`config.mk`:
```
export PLATFORM = sky130hd
export DESIGN_NAME = adaptive_block_bit_inverter
export DESIGN_NICKNAME = d
export VERILOG_FILES = /design/src/rtl/abbi_pkg.sv /design/src/rtl/abbi_coder.sv /design/src/rtl/adaptive_block_bit_inverter.sv
export SDC_FILE = /design/constraint.sdc
export NUM_CORES = 1
export LEC_CHECK = 0
export ABC_AREA = 1
export BUFFER_PORTS_ARGS = -buffer_cell sky130_fd_sc_hd__clkbuf_2
export CAP_MARGIN = 20
export CORE_MARGIN = 2
export CORE_UTILIZATION = 50
export DETAILED_ROUTE_END_ITERATION = 8
export GPL_TIMING_DRIVEN = 0
export PLACE_DENSITY = 0.79
export SLEW_MARGIN = 20
export SYNTH_ARGS = -nofsm -noshare
export SYNTH_HDL_FRONTEND = slang
export SYNTH_SLANG_ARGS = --single-unit
```
`constraint.sdc`:
```
create_clock -name clk_i -period 4.45 [get_ports clk_i]
set_clock_uncertainty 0.15 [all_clocks]
set_input_delay 0.6675 -clock clk_i [delete_from_list [all_inputs] [get_ports clk_i]]
set_output_delay 0.6675 -clock clk_i [all_outputs]
set_load 0.01 [all_outputs]
```
`src/rtl/abbi_pkg.sv`:
```
// Package for the adaptive block bit inverter.
// Holds the pattern codes, the register indexes and the shared result type.
// No dependencies.
`timescale 1ns / 1ps

package abbi_pkg;

  // default largest block, in bits
  localparam int MaxBlockDefault = 1024;

  // fixed field widths
  localparam int BlockSizeW = 11;
  localparam int CfgDataW   = 11;
  localparam int CfgIndexW  = 1;

  // configuration register indexes
  localparam logic [CfgIndexW-1:0] CFG_BLOCK_SIZE = 1'b0;
  localparam logic [CfgIndexW-1:0] CFG_DIRECTION  = 1'b1;

  // reset values of the configuration registers
  localparam logic [BlockSizeW-1:0] BlockSizeReset = 11'd4;

  // inversion pattern for the current block
  typedef enum logic [1:0] {
    MODE_ALL   = 2'd0,
    MODE_ODD   = 2'd1,
    MODE_THIRD = 2'd2
  } mode_e;

  // one coded bit as it leaves the coder
  typedef struct packed {
    logic coded_bit;
    logic block_end;
  } result_t;

endpackage

```
`src/rtl/abbi_coder.sv`:
```
// Per-bit coder of the adaptive block bit inverter: block position, plaintext
// counts and the inversion pattern chosen at each block end.
// Depends on abbi_pkg.
`timescale 1ns / 1ps

module abbi_coder #(
  parameter int MaxBlock = abbi_pkg::MaxBlockDefault
) (
  input  logic                             clk_i,
  input  logic                             rst_ni,
  input  logic                             step_i,
  input  logic                             data_bit_i,
  input  logic                             stream_start_i,
  input  logic [abbi_pkg::BlockSizeW-1:0]  block_size_i,
  input  logic                             direction_i,
  output abbi_pkg::result_t                result_o
);

  import abbi_pkg::*;

  localparam int PosW  = (MaxBlock > 1) ? $clog2(MaxBlock) : 1;
  localparam int CntW  = $clog2(MaxBlock + 1);
  localparam int SzRaw = $clog2(MaxBlock + 1);
  localparam int SzW   = (SzRaw > BlockSizeW) ? SzRaw : BlockSizeW;

  localparam logic [SzW-1:0] MaxSize = SzW'(MaxBlock);

  logic [PosW-1:0] pos_q, pos_d, pos_cur;
  logic [1:0]      phase_q, phase_d, phase_cur;
  logic [CntW-1:0] ones_q, ones_d, ones_cur, ones_n;
  logic [CntW-1:0] zeros_q, zeros_d, zeros_cur, zeros_n;
  mode_e           mode_q, mode_d, mode_cur;

  logic [SzW-1:0] size_ext, size_eff, pos_next_ext;
  logic           invert, coded, plain, closes;

  // a new stream restarts the block with everything inverted
  always_comb begin
    if (stream_start_i) begin
      pos_cur   = '0;
      phase_cur = 2'd0;
      ones_cur  = '0;
      zeros_cur = '0;
      mode_cur  = MODE_ALL;
    end else begin
      pos_cur   = pos_q;
      phase_cur = phase_q;
      ones_cur  = ones_q;
      zeros_cur = zeros_q;
      mode_cur  = mode_q;
    end
  end

  // effective block size, clamped to 1..MaxBlock
  always_comb begin
    size_ext = SzW'(block_size_i);
    if (size_ext == '0) begin
      size_eff = SzW'(1);
    end else if (size_ext > MaxSize) begin
      size_eff = MaxSize;
    end else begin
      size_eff = size_ext;
    end
  end

  // pattern lookup, phase holds the position modulo three
  always_comb begin
    case (mode_cur)
      MODE_ODD:   invert = pos_cur[0];
      MODE_THIRD: invert = (phase_cur == 2'd2);
      default:    invert = 1'b1;
    endcase
  end

  assign coded        = data_bit_i ^ invert;
  assign plain        = direction_i ? coded : data_bit_i;
  assign ones_n       = ones_cur + CntW'(plain);
  assign zeros_n      = zeros_cur + CntW'(!plain);
  assign pos_next_ext = SzW'(pos_cur) + SzW'(1);
  assign closes       = (pos_next_ext >= size_eff);

  // next state: advance in the block or pick the next pattern
  always_comb begin
    if (closes) begin
      pos_d   = '0;
      phase_d = 2'd0;
      ones_d  = '0;
      zeros_d = '0;
      if (zeros_n == ones_n) begin
        mode_d = MODE_ALL;
      end else if (zeros_n > ones_n) begin
        mode_d = MODE_ODD;
      end else begin
        mode_d = MODE_THIRD;
      end
    end else begin
      pos_d   = pos_cur + PosW'(1);
      phase_d = (phase_cur == 2'd2) ? 2'd0 : phase_cur + 2'd1;
      ones_d  = ones_n;
      zeros_d = zeros_n;
      mode_d  = mode_cur;
    end
  end

  assign result_o.coded_bit = coded;
  assign result_o.block_end = closes;

  // coder state, updated once per accepted request
  always_ff @(posedge clk_i or negedge rst_ni) begin
    if (!rst_ni) begin
      pos_q   <= '0;
      phase_q <= 2'd0;
      ones_q  <= '0;
      zeros_q <= '0;
      mode_q  <= MODE_ALL;
    end else if (step_i) begin
      pos_q   <= pos_d;
      phase_q <= phase_d;
      ones_q  <= ones_d;
      zeros_q <= zeros_d;
      mode_q  <= mode_d;
    end
  end

endmodule

```
`src/rtl/adaptive_block_bit_inverter.sv`:
```
// Top level of the adaptive block bit inverter.
// Holds the configuration registers and the result register around abbi_coder.
// Depends on abbi_pkg and abbi_coder.
`timescale 1ns / 1ps

// Usage
// - input channel (in_valid_i / in_ready_o) carries one stream bit per request,
//   with stream_start_i high on the first bit of a new stream
// - output channel (out_valid_o / out_ready_i) returns the coded bit and a
//   flag that marks the last bit of each block
// - the coded bit is registered: a bit accepted at a clock edge is shown on the
//   outputs after that edge; throughput is one bit per cycle while the receiver
//   is ready; the per-bit path is the position compare, the pattern select and
//   the count update in abbi_coder; the result register is refilled in the same
//   cycle it is emptied, so a ready receiver never causes a bubble
// - when the receiver stalls, in_ready_o drops while a result waits, and the
//   result holds until it is taken
// - reset clears the block position, the counts and the output valid, and
//   sets the first-block pattern to invert all bits; block_size returns to 4
//   and direction to encode
// - cfg_we_i writes block_size (index 0) or direction (index 1) at the edge;
//   write only while no bit is in flight
module adaptive_block_bit_inverter #(
  parameter int MaxBlock = abbi_pkg::MaxBlockDefault
) (
  input  logic                            clk_i,
  input  logic                            rst_ni,
  input  logic                            in_valid_i,
  output logic                            in_ready_o,
  input  logic                            data_bit_i,
  input  logic                            stream_start_i,
  output logic                            out_valid_o,
  input  logic                            out_ready_i,
  output logic                            coded_bit_o,
  output logic                            block_end_o,
  input  logic                            cfg_we_i,
  input  logic [abbi_pkg::CfgIndexW-1:0]  cfg_index_i,
  input  logic [abbi_pkg::CfgDataW-1:0]   cfg_wdata_i
);

  import abbi_pkg::*;

  logic [BlockSizeW-1:0] block_size_q;
  logic                  direction_q;
  logic                  out_valid_q;
  result_t               result_d, result_q;
  logic                  accept;

  // configuration registers
  always_ff @(posedge clk_i or negedge rst_ni) begin
    if (!rst_ni) begin
      block_size_q <= BlockSizeReset;
      direction_q  <= 1'b0;
    end else if (cfg_we_i) begin
      case (cfg_index_i)
        CFG_BLOCK_SIZE: block_size_q <= cfg_wdata_i[BlockSizeW-1:0];
        CFG_DIRECTION:  direction_q  <= cfg_wdata_i[0];
        default:        ;
      endcase
    end
  end

  // take a request whenever the result register is empty or being emptied
  assign in_ready_o = !out_valid_q || out_ready_i;
  assign accept     = in_valid_i && in_ready_o;

  abbi_coder #(
    .MaxBlock(MaxBlock)
  ) u_coder (
    .clk_i         (clk_i),
    .rst_ni        (rst_ni),
    .step_i        (accept),
    .data_bit_i    (data_bit_i),
    .stream_start_i(stream_start_i),
    .block_size_i  (block_size_q),
    .direction_i   (direction_q),
    .result_o      (result_d)
  );

  // output valid
  always_ff @(posedge clk_i or negedge rst_ni) begin
    if (!rst_ni) begin
      out_valid_q <= 1'b0;
    end else if (in_ready_o) begin
      out_valid_q <= in_valid_i;
    end
  end

  // output payload
  always_ff @(posedge clk_i) begin
    if (accept) begin
      result_q <= result_d;
    end
  end

  assign out_valid_o = out_valid_q;
  assign coded_bit_o = result_q.coded_bit;
  assign block_end_o = result_q.block_end;

endmodule

```
**After elaboration in Yosys (flattened, before gate mapping)**

Index checks and enable logic that the tools add are counted.

- Bits in registers: 51
- Input bits: 19
- Output and inout port bits: 4

- Add/subtract/negate cells: 5
- Order comparisons: 3
- Eq/ne operators: 4
- Multiplexer cells: 17
- Bitwise gates (word level): 2
- Reduce and logical (&&, ||, !) cells: 7

Operators with widths:

| cell | number |
|---|---|
| $mux 11 | 6 |
| $add 11x1->11 | 2 |
| $mux 10 | 2 |
| $mux 2 | 7 |
| $add 10x1->11 const B | 1 |
| $eq 11x11->1 | 1 |
| $ge 11x11->1 | 1 |
| $gt 11x11->1 | 1 |
| $gt 11x11->1 const B | 1 |
| $logic_not 11->1 | 1 |
| $add 10x1->10 const B | 1 |
| $eq 2x2->1 const B | 2 |
| $reduce_and 2->1 | 2 |
| $add 2x1->2 const B | 1 |
| $eq 2x1->1 const B | 1 |
| $logic_not 1->1 | 2 |
| $pmux 1 s2 | 1 |
| $logic_and 1x1->1 | 1 |
| $logic_or 1x1->1 | 1 |
| $mux 1 | 1 |
| $not 1->1 | 1 |
| $xor 1x1->1 | 1 |

**Depth between registers and ports, before layout**

Gate-level depths: netlist (run 1).

- Depth after elaboration: 11
- Depth in mapped cells: 31

**Modules after synthesis**

A second synthesis (run 1) with hierarchy kept.

- Cells, all modules: 541
- Area, all modules: 3844.9 um2

Modules (own cells, without submodules):

| module | times used | cells each | area each (um2) |
|---|---|---|---|
| abbi_coder | 1 | 479 | 3253.1 |
| adaptive_block_bit_inverter | 1 | 62 | 591.8 |

**Worst setup path after synthesis (run 1)**

No wires, ideal clock.

- Kind: input to register
- From: input port stream_start_i
- To: register u_coder.mode_q[1]
- Setup time: 0.124 ns
- Arrival time: 3.646 ns
- Data required time: 4.176 ns
- Path slack: 0.529 ns
- Cell stages on the path: 27
- Buffers on the path: 2
- Cells stage by stage: buf_6 > inv_6 > buf_4 > nand2_1 > inv_1 > ha_1 > nand4_1 > nand2_1 > nor2_2 > xor2_1 > o21ai_1 > ha_1 > ha_1 > nand3_2 > nor2_1 > nand2_1 > nor2_1 > nand2_1 > nand2_1 > nand2_1 > ha_1 > nand2_1 > inv_1 > nand2_1 > or3_1 > nand3_1 > nand3_1

- Longest elaborated chain between the ends: 11

Ends and longest elaborated chain:

| element | line | RTL |
|---|---|---|
| start, declared | adaptive_block_bit_inverter.sv:31 | `input logic stream_start_i,` |
| $mux 2 | abbi_coder.sv:39 | `if (stream_start_i) begin` |
| $eq 2x2->1, or another cell as far along | abbi_coder.sv:70 | `MODE_THIRD: invert = (phase_cur == 2'd2);` |
| $pmux 1 s2 * | abbi_coder.sv:68 | `case (mode_cur)` |
| $xor 1x1->1 * | abbi_coder.sv:75 | `assign coded = data_bit_i ^ invert;` |
| net u_coder.coded | abbi_coder.sv:35 | `logic invert, coded, plain, closes;` |
| $mux 1 * | abbi_coder.sv:76 | `assign plain = direction_i ? coded : data_bit_i;` |
| $logic_not 1->1 | abbi_coder.sv:78 | `assign zeros_n = zeros_cur + CntW'(!plain);` |
| $add 11x1->11 | abbi_coder.sv:78 |  |
| $gt 11x11->1 | abbi_coder.sv:91 | `end else if (zeros_n > ones_n) begin` |
| $mux 2 | abbi_coder.sv:91 |  |
| $mux 2 * | abbi_coder.sv:89 | `if (zeros_n == ones_n) begin` |
| $mux 2 * | abbi_coder.sv:84 | `if (closes) begin` |
| end signal, assigned | abbi_coder.sv:121 | `mode_q <= mode_d;` |
| end, declared | abbi_coder.sv:32 | `mode_e mode_q, mode_d, mode_cur;` |

Mark *: on every way through the listed nets, which the timed path passes. The rest lies on a longest branch.
A chain may end at the register's enable or synchronous reset.

**Final worst setup path (run 1)**

Same ends and word-level chain as after synthesis.

==> results of run 1 <==
-- area by class of cell --
type / instances / area, um^2
Fill cell: 625 / 2910
Multi-Input combinational cell: 321 / 1910
Sequential cell: 51 / 1290
Inverter: 81 / 309
Tap cell: 96 / 120
Timing Repair Buffer: 21 / 108
Buffer: 13 / 85.1
Clock inverter: 3 / 71.3
Clock buffer: 5 / 68.8
-- power by group through the flow --
stage	clock, mW	combinational [mW]	sequential, mW
global route	0.425	0.401	0.555
CTS	0.407	0.348	0.549
floorplan	0	0.251	0.553
detailed placement	0	0.345	0.559
global placement	0	0.333	0.555
finish	0.399	0.347	0.549
-- stage by stage --
step           cell area [um^2]  TNS (ns)
3_5_place_dp               3820    -0.205
6_report                   3960         0
4_1_cts                    3960         0
2_1_floorplan              3590         0
5_1_grt                    3960         0
3_3_place_gp               3810   -0.0659
-- routing by layer --
layer | share of wire, % | GRT usage (%) | routed length, um | vias to the layer above
met5 | 0 | 0 | 0 | -
met3 | 5.1 | 3.82 | 397 | 14
met1 | 44 | 28.1 | 3380 | 1432
met2 | 50 | 39.1 | 3860 | 58
met4 | 1.5 | 5.23 | 115 | 0
li1 | - | - | - | 1560
-- final timing paths --
kind	startpoint	end	slack [ns]
max	stream_start_i	u_coder.mode_q[1]	0.33
min	rst_ni	u_coder.zeros_q[10]	0.25
max reg2reg	u_coder.mode_q[1]	u_coder.mode_q[1]	0.75
min reg2reg	u_coder.pos_q[9]	u_coder.pos_q[9]	0.35
max in group asynchronous	rst_ni	u_coder.ones_q[4]	3.43
min in group clk_i	u_coder.pos_q[9]	u_coder.pos_q[9]	0.35
-- logic make-up after synthesis --
kind of cell             count (synthesis)
adder cells (fa/ha/maj)                 29
AND/OR/NAND/NOR                        213
buffers and inverters                   94
multiplexers                             9
AO/OA/AOI/OAI                           58
flip-flops                              51
XOR/XNOR                                12
-- cell usage in the layout (no fill, tap or decap), types with 3 or more instances in the layout --
cell type / instances
mux2_2: 9
inv_1: 80
nand3_1: 23
o21ai_0: 16
o22ai_1: 21
clkbuf_1: 3
buf_4: 3
o21ai_1: 6
nand4_1: 8
ha_1: 29
nand3b_1: 4
clkbuf_2: 20
nor2_1: 33
nor3_2: 5
clkbuf_8: 5
xor2_1: 7
a21oi_1: 10
nand3_2: 4
xnor2_1: 4
buf_2: 5
dfrtp_1: 48
nand2_1: 114
nor2_2: 8
-- state kept, by name, summed over array words and instances (netlist names) --
signal and flops:
u_coder.mode_q 2, direction_q 1, u_coder.ones_q 11, u_coder.pos_q 10
block_size_q 11, u_coder.zeros_q 11, coded_bit_o 1, block_end_o 1
u_coder.phase_q 2, out_valid_o 1
-- worst max-delay path: stages --
cell     delay [ns]
buf_6          0.13
inv_6          0.10
buf_4          0.21
nand2_1        0.10
inv_1          0.08
ha_1           0.13
nand4_1        0.09
nand2_1        0.08
nor2_2         0.04
xor2_1         0.15
o21ai_2        0.17
ha_1           0.21
ha_1           0.18
nand3_2        0.11
nor2_2         0.13
nand2_1        0.11
nor2_1         0.17
nand2_1        0.07
nand2_1        0.06
nand2_1        0.06
ha_1           0.29
nand2_1        0.05
inv_1          0.08
nand2_1        0.07
or3_1          0.42
nand3_1        0.11
nand3_1        0.08
-- repair_timing --
item | 4_1_cts | 5_1_grt
endpoints found under the setup margin | 0 | 2
hold endpoints to repair | 0 | 0
gates resized for setup | 0 | 2
==> impl_results.md, run 1 <==
- Status: finished clean
- Die area: 7870 um^2
- Max Cap Viol: 0
- Critical setup path kind: in -> reg
- Xor/xnor share of the synthesized area: 3.14%
- Yosys cell types: 41
- Final setup viols: 0
- Placer Congestion: 0.886
- Clock slew at reported path FFs: 0.10 ns
- Hold WC Path Type: in -> async
- Most frequent cells after synthesis: nand2_1, inv_1, dfrtp_1
- Max IR drop VDD: 188 uV
- Final wirelength: 7.75 mm
- Async S/R FF share, synth: 96.1%
- Layout cells sized above 1: 16.0%
- Core box area: 6870 um^2
- Synthesized area: 3590 um^2
- Routed WL per cell: 13.1 um
- Synth Area in Simple Gates: 27.8%
- Layout Utilization: 57.7%
- Synth area leader: dfrtp_1
- Syn nets: about 510
- First-pass GRT wire length: 13.5 mm
- Number of port buffers: 21
- Syn_area_per_cell: a little under 8 um^2
- Worst hold slack: 0.247 ns
- Sequential share of power: 42.4%
- Worst Setup Slack, final: 0.330 ns
- Cell leakage power: 2.02 nW
- Grt ovf: 0
- Vias in the first global route: 2,954
- Num CTS Buffers: 5
- R2R depth: 24
- Pint: 883 uW
- Post-synthesis sequential area ratio: 35.9%
- CP max FO: 10
- Critical path arrival: 4.18 ns
- Cell row count: 30
- Worst-Skew Late Latency: 0.32 ns
- RSZ-0062 raised after global routing: false
- Via/cell ratio: about 5.2
- Switch Pwr: around 410 uW
- Die width: approximately 89 um
- Worst slack at placement: -0.102 ns
- Number of flops mapped to enable cells by yosys: 2
- Yosys warnings: 0
- Count leader, synth: nand2_1
- Post-synthesis mux area share: 2.82%
- Relative slew margins: 53.8%
- Top-area cell type share of the netlist area: 33.5%
- Largest family of logic cells by synthesized area: simple AND/OR/NAND/NOR gates
- I/O Pins: 23
- Die H: just under 90 um
- Antenna violations before repair: 0
- Overall Power: about 1.3 mW
- CTS tree: yes
- Post-CTS setup buffer count: 0
- Net Sw Frac: around a third
- ANT nets after route: 0
- CTS Buffer Depth: 2
- ANT cells: 0
- Fmax: between 200 and 250 MHz
- Pwr dens: 327 nW/um^2
- Drt first pass iters: 4
- Vias: 3,064
- Cells after synthesis: 466
- CTS Hold Buffers Added: 0
- CTS Root Cell: clkbuf_8
- Logic pwr share: ~27%
- Syn-to-layout area delta: 10.4%
- H-tree depth: 2
- Adder-Cell Fraction of Synth Area: 10.1%
- GRT Overall Usage: 22.1%
- Clock sink total: between 50 and 60
- HPWL Detailed: 5.98 mm
- Post-Layout Cell Count: ~590
- Area contributors post-synth: dfrtp_1, nand2_1, ha_1
- Yosys reg bits: 51
- Initial Utilization: 52.3%
- Area fraction in compound gates after synthesis: 9.24%
- Pins over their slew limit: 0
- Final Cycle Share: between 90% and 100%
- Fin crit period: 4.12 ns
- Fin. Hold Viols: 0
- Nets: between 500 and 600
- Placed insts: roughly 580
- Startpoint Class: primary input
- Critical Path RT: 4.51 ns
- CP endpoint kind: register
- Starting DRT DRC Count: 169
- Pin count of the biggest net entering global routing: 50
- Slew @ Worst Pin: 0.693 ns
- Clock share of power: 30.8%
- Ys flop type: dfrtp_1
- Drc violations: 0
(Power assumes the default switching activity.)
==> inputs of run 2 (changes only) <==
--- a/config.mk
+++ b/config.mk
@@ -13,6 +13,8 @@
 export DETAILED_ROUTE_END_ITERATION = 8
 export GPL_TIMING_DRIVEN = 0
 export PLACE_DENSITY = 0.79
+export RECOVER_POWER = 100
+export SKIP_LAST_GASP = 1
 export SLEW_MARGIN = 20
 export SYNTH_ARGS = -nofsm -noshare
 export SYNTH_HDL_FRONTEND = slang
==> impl_results.md, run 2 (synthesis results as in run 1) <==
- Worst slack at placement: -0.102 ns
- Buf/Inv on CP: 6
- Die H: ~90 um
- Layout cells sized above 1: 13.9%
- Layout Utilization: 57.4%
- Drt first pass iters: 5
- Failing checks: capacitance limit, slew limit
- HPWL Detailed: 5.98 mm
- Die width: 88.7 um
- ANT cells: 0
- Max IR drop VDD: 189 uV
- Largest stage delay, worst path: 0.46 ns
- DR top layer: met4
- Die area: about 8000 um^2
- CTS Buffer Depth: 2
- I/O Pins: 23
- Core box area: 6870 um^2
- Pwr dens: 328 nW/um^2
- Antenna violations before repair: 0
- Cell leakage power: 1.99 nW
- Fin. Hold Viols: 0
- Met1 wire length: roughly 3.4 mm
- Post-CTS setup buffer count: 0
- Fmax: 242 MHz
- H-tree depth: 2
- Critical path arrival: about 4.2 ns
- Status: finished, violations left
- Critical Path RT: 4.53 ns
- Starting DRT DRC Count: 168
- Critical setup path kind: in -> reg
- Reg-to-Reg Start: u_coder.mode_q[1]
- Number of port buffers: 21
- Last element of the critical path: u_coder.phase_q[1]
- Final wirelength: 7.80 mm
- Finished Cell Area: ~3900 um^2
- Nets: 542
- CTS tree: yes
- Grt ovf: 0
- Placer Congestion: 0.886
- First-pass GRT wire length: 13.5 mm
- R2R depth: 24
- Max Cap Viol: 1
- Clock sink total: 51
- Relative slew margins: -78.3%
- Vias: roughly 3,000
- Clock slew at reported path FFs: 0.10 ns
- Final Cycle Share: 92.8%
- Syn-to-layout area delta: 9.86%
- Commonest cells after routing, fill and taps aside: nand2_1, inv_1, dfrtp_1, nor2_1, ha_1
- Hold WC Path Type: reg -> reg
- RSZ-0062 raised after global routing: false
- CTS Hold Buffers Added: 0
- Via/cell ratio: approximately 5.2
- ANT nets after route: 0
- Worst Setup Slack, final: approximately 0.32 ns
- Critical Path Most Common Cell: nand2_1
- Vias in the first global route: roughly 3,000
- Hold path depth: 2
- Levels on crit path: 20
- CP endpoint kind: register
- Cell row count: 30
- GRT Overall Usage: 22.1%
- Fin crit period: 4.13 ns
- Setup tns final: 0 ns
- Initial Utilization: 52.3%
- Placed insts: 583
- Reg2Reg Setup Slack: 0.74 ns
- Worst-Skew Late Latency: 0.32 ns
- Startpoint Class: primary input
- CTS Root Cell: clkbuf_8
- R2r endpoint: u_coder.mode_q[0]
- Num CTS Buffers: 5
- Dpl cell area: around 3800 um^2
- Drc violations: 0
- Routed wl met2: 3.84 mm
- Critical-path top delay cell: clkbuf_1
- Routed WL per cell: 13.2 um
- Slew @ Worst Pin: 2.67 ns
- Pin count of the biggest net entering global routing: 50
- Pins over their slew limit: 50
- Final setup viols: 0
- CP max FO: 10
- CP Cell Sequence: buf_6, buf_2, clkbuf_1, nor2_1, ha_1, nand3_1, inv_1, nand2_1, o21ai_0, nand2_1, inv_1, ha_1, nand2_1, nand2_1, a21oi_1, nand2_1, nor2_2, nand3_1, clkbuf_2, o22ai_1
- Post-Layout Cell Count: 591
- Critical path's top delay family: buffers and inverters
- WL met3: 379 um
- Commonest non-fill, non-tap cell in the layout: nand2_1
- Top flop regs: block_size_q x11, u_coder.ones_q x11, u_coder.zeros_q x11
- Critical Path Source: stream_start_i
- Cts repair resizes: 0
[run 2: metal layers]
| metal | global-route usage [%] | vias up |
|---|---|---|
| met2 | 39.1 | 53 |
| met1 | 28.1 | 1438 |
| li1 | - | 1557 |
| met4 | 5.23 | 0 |
| met3 | 3.82 | 16 |
| met5 | 0 | - |
[run 2: cell type report]
type	instances	area, um^2
fill	630	2930
multi-input combinational	321	1910
sequential	51	1290
inverter	81	309
tap	96	120
timing repair buffer	21	97.6
buffer	13	82.6
clock inverter	3	71.3
clock buffer	5	68.8
[run 2: tightest hold or removal path, cell delays in order (launching register included)]
cell and delay, ns:
dfrtp_1 0.36, nand2_1 0.05, o21ai_0 0.06
[run 2: worst min path at each step]
stage                      from             endpoint
6_report       u_coder.pos_q[9]     u_coder.pos_q[9]
5_1_grt        u_coder.pos_q[9]     u_coder.pos_q[9]
4_1_cts                  rst_ni  u_coder.zeros_q[10]
3_5_place_dp   u_coder.pos_q[9]     u_coder.pos_q[9]
3_3_place_gp   u_coder.pos_q[9]     u_coder.pos_q[9]
2_1_floorplan            rst_ni      block_size_q[0]
[run 2: per-stage QoR]
step / power (mW) / hold slack [ns]
floorplan: 0.804 / 0.222
global placement: 0.887 / 0.326
CTS: 1.30 / 0.290
global route: 1.38 / 0.393
detailed placement: 0.904 / 0.331
finish: 1.29 / 0.341
[run 2: report_power, final]
group | switching, mW | internal, mW
combinational | 0.214 | 0.130
sequential | 0.0267 | 0.522
clock | 0.171 | 0.228
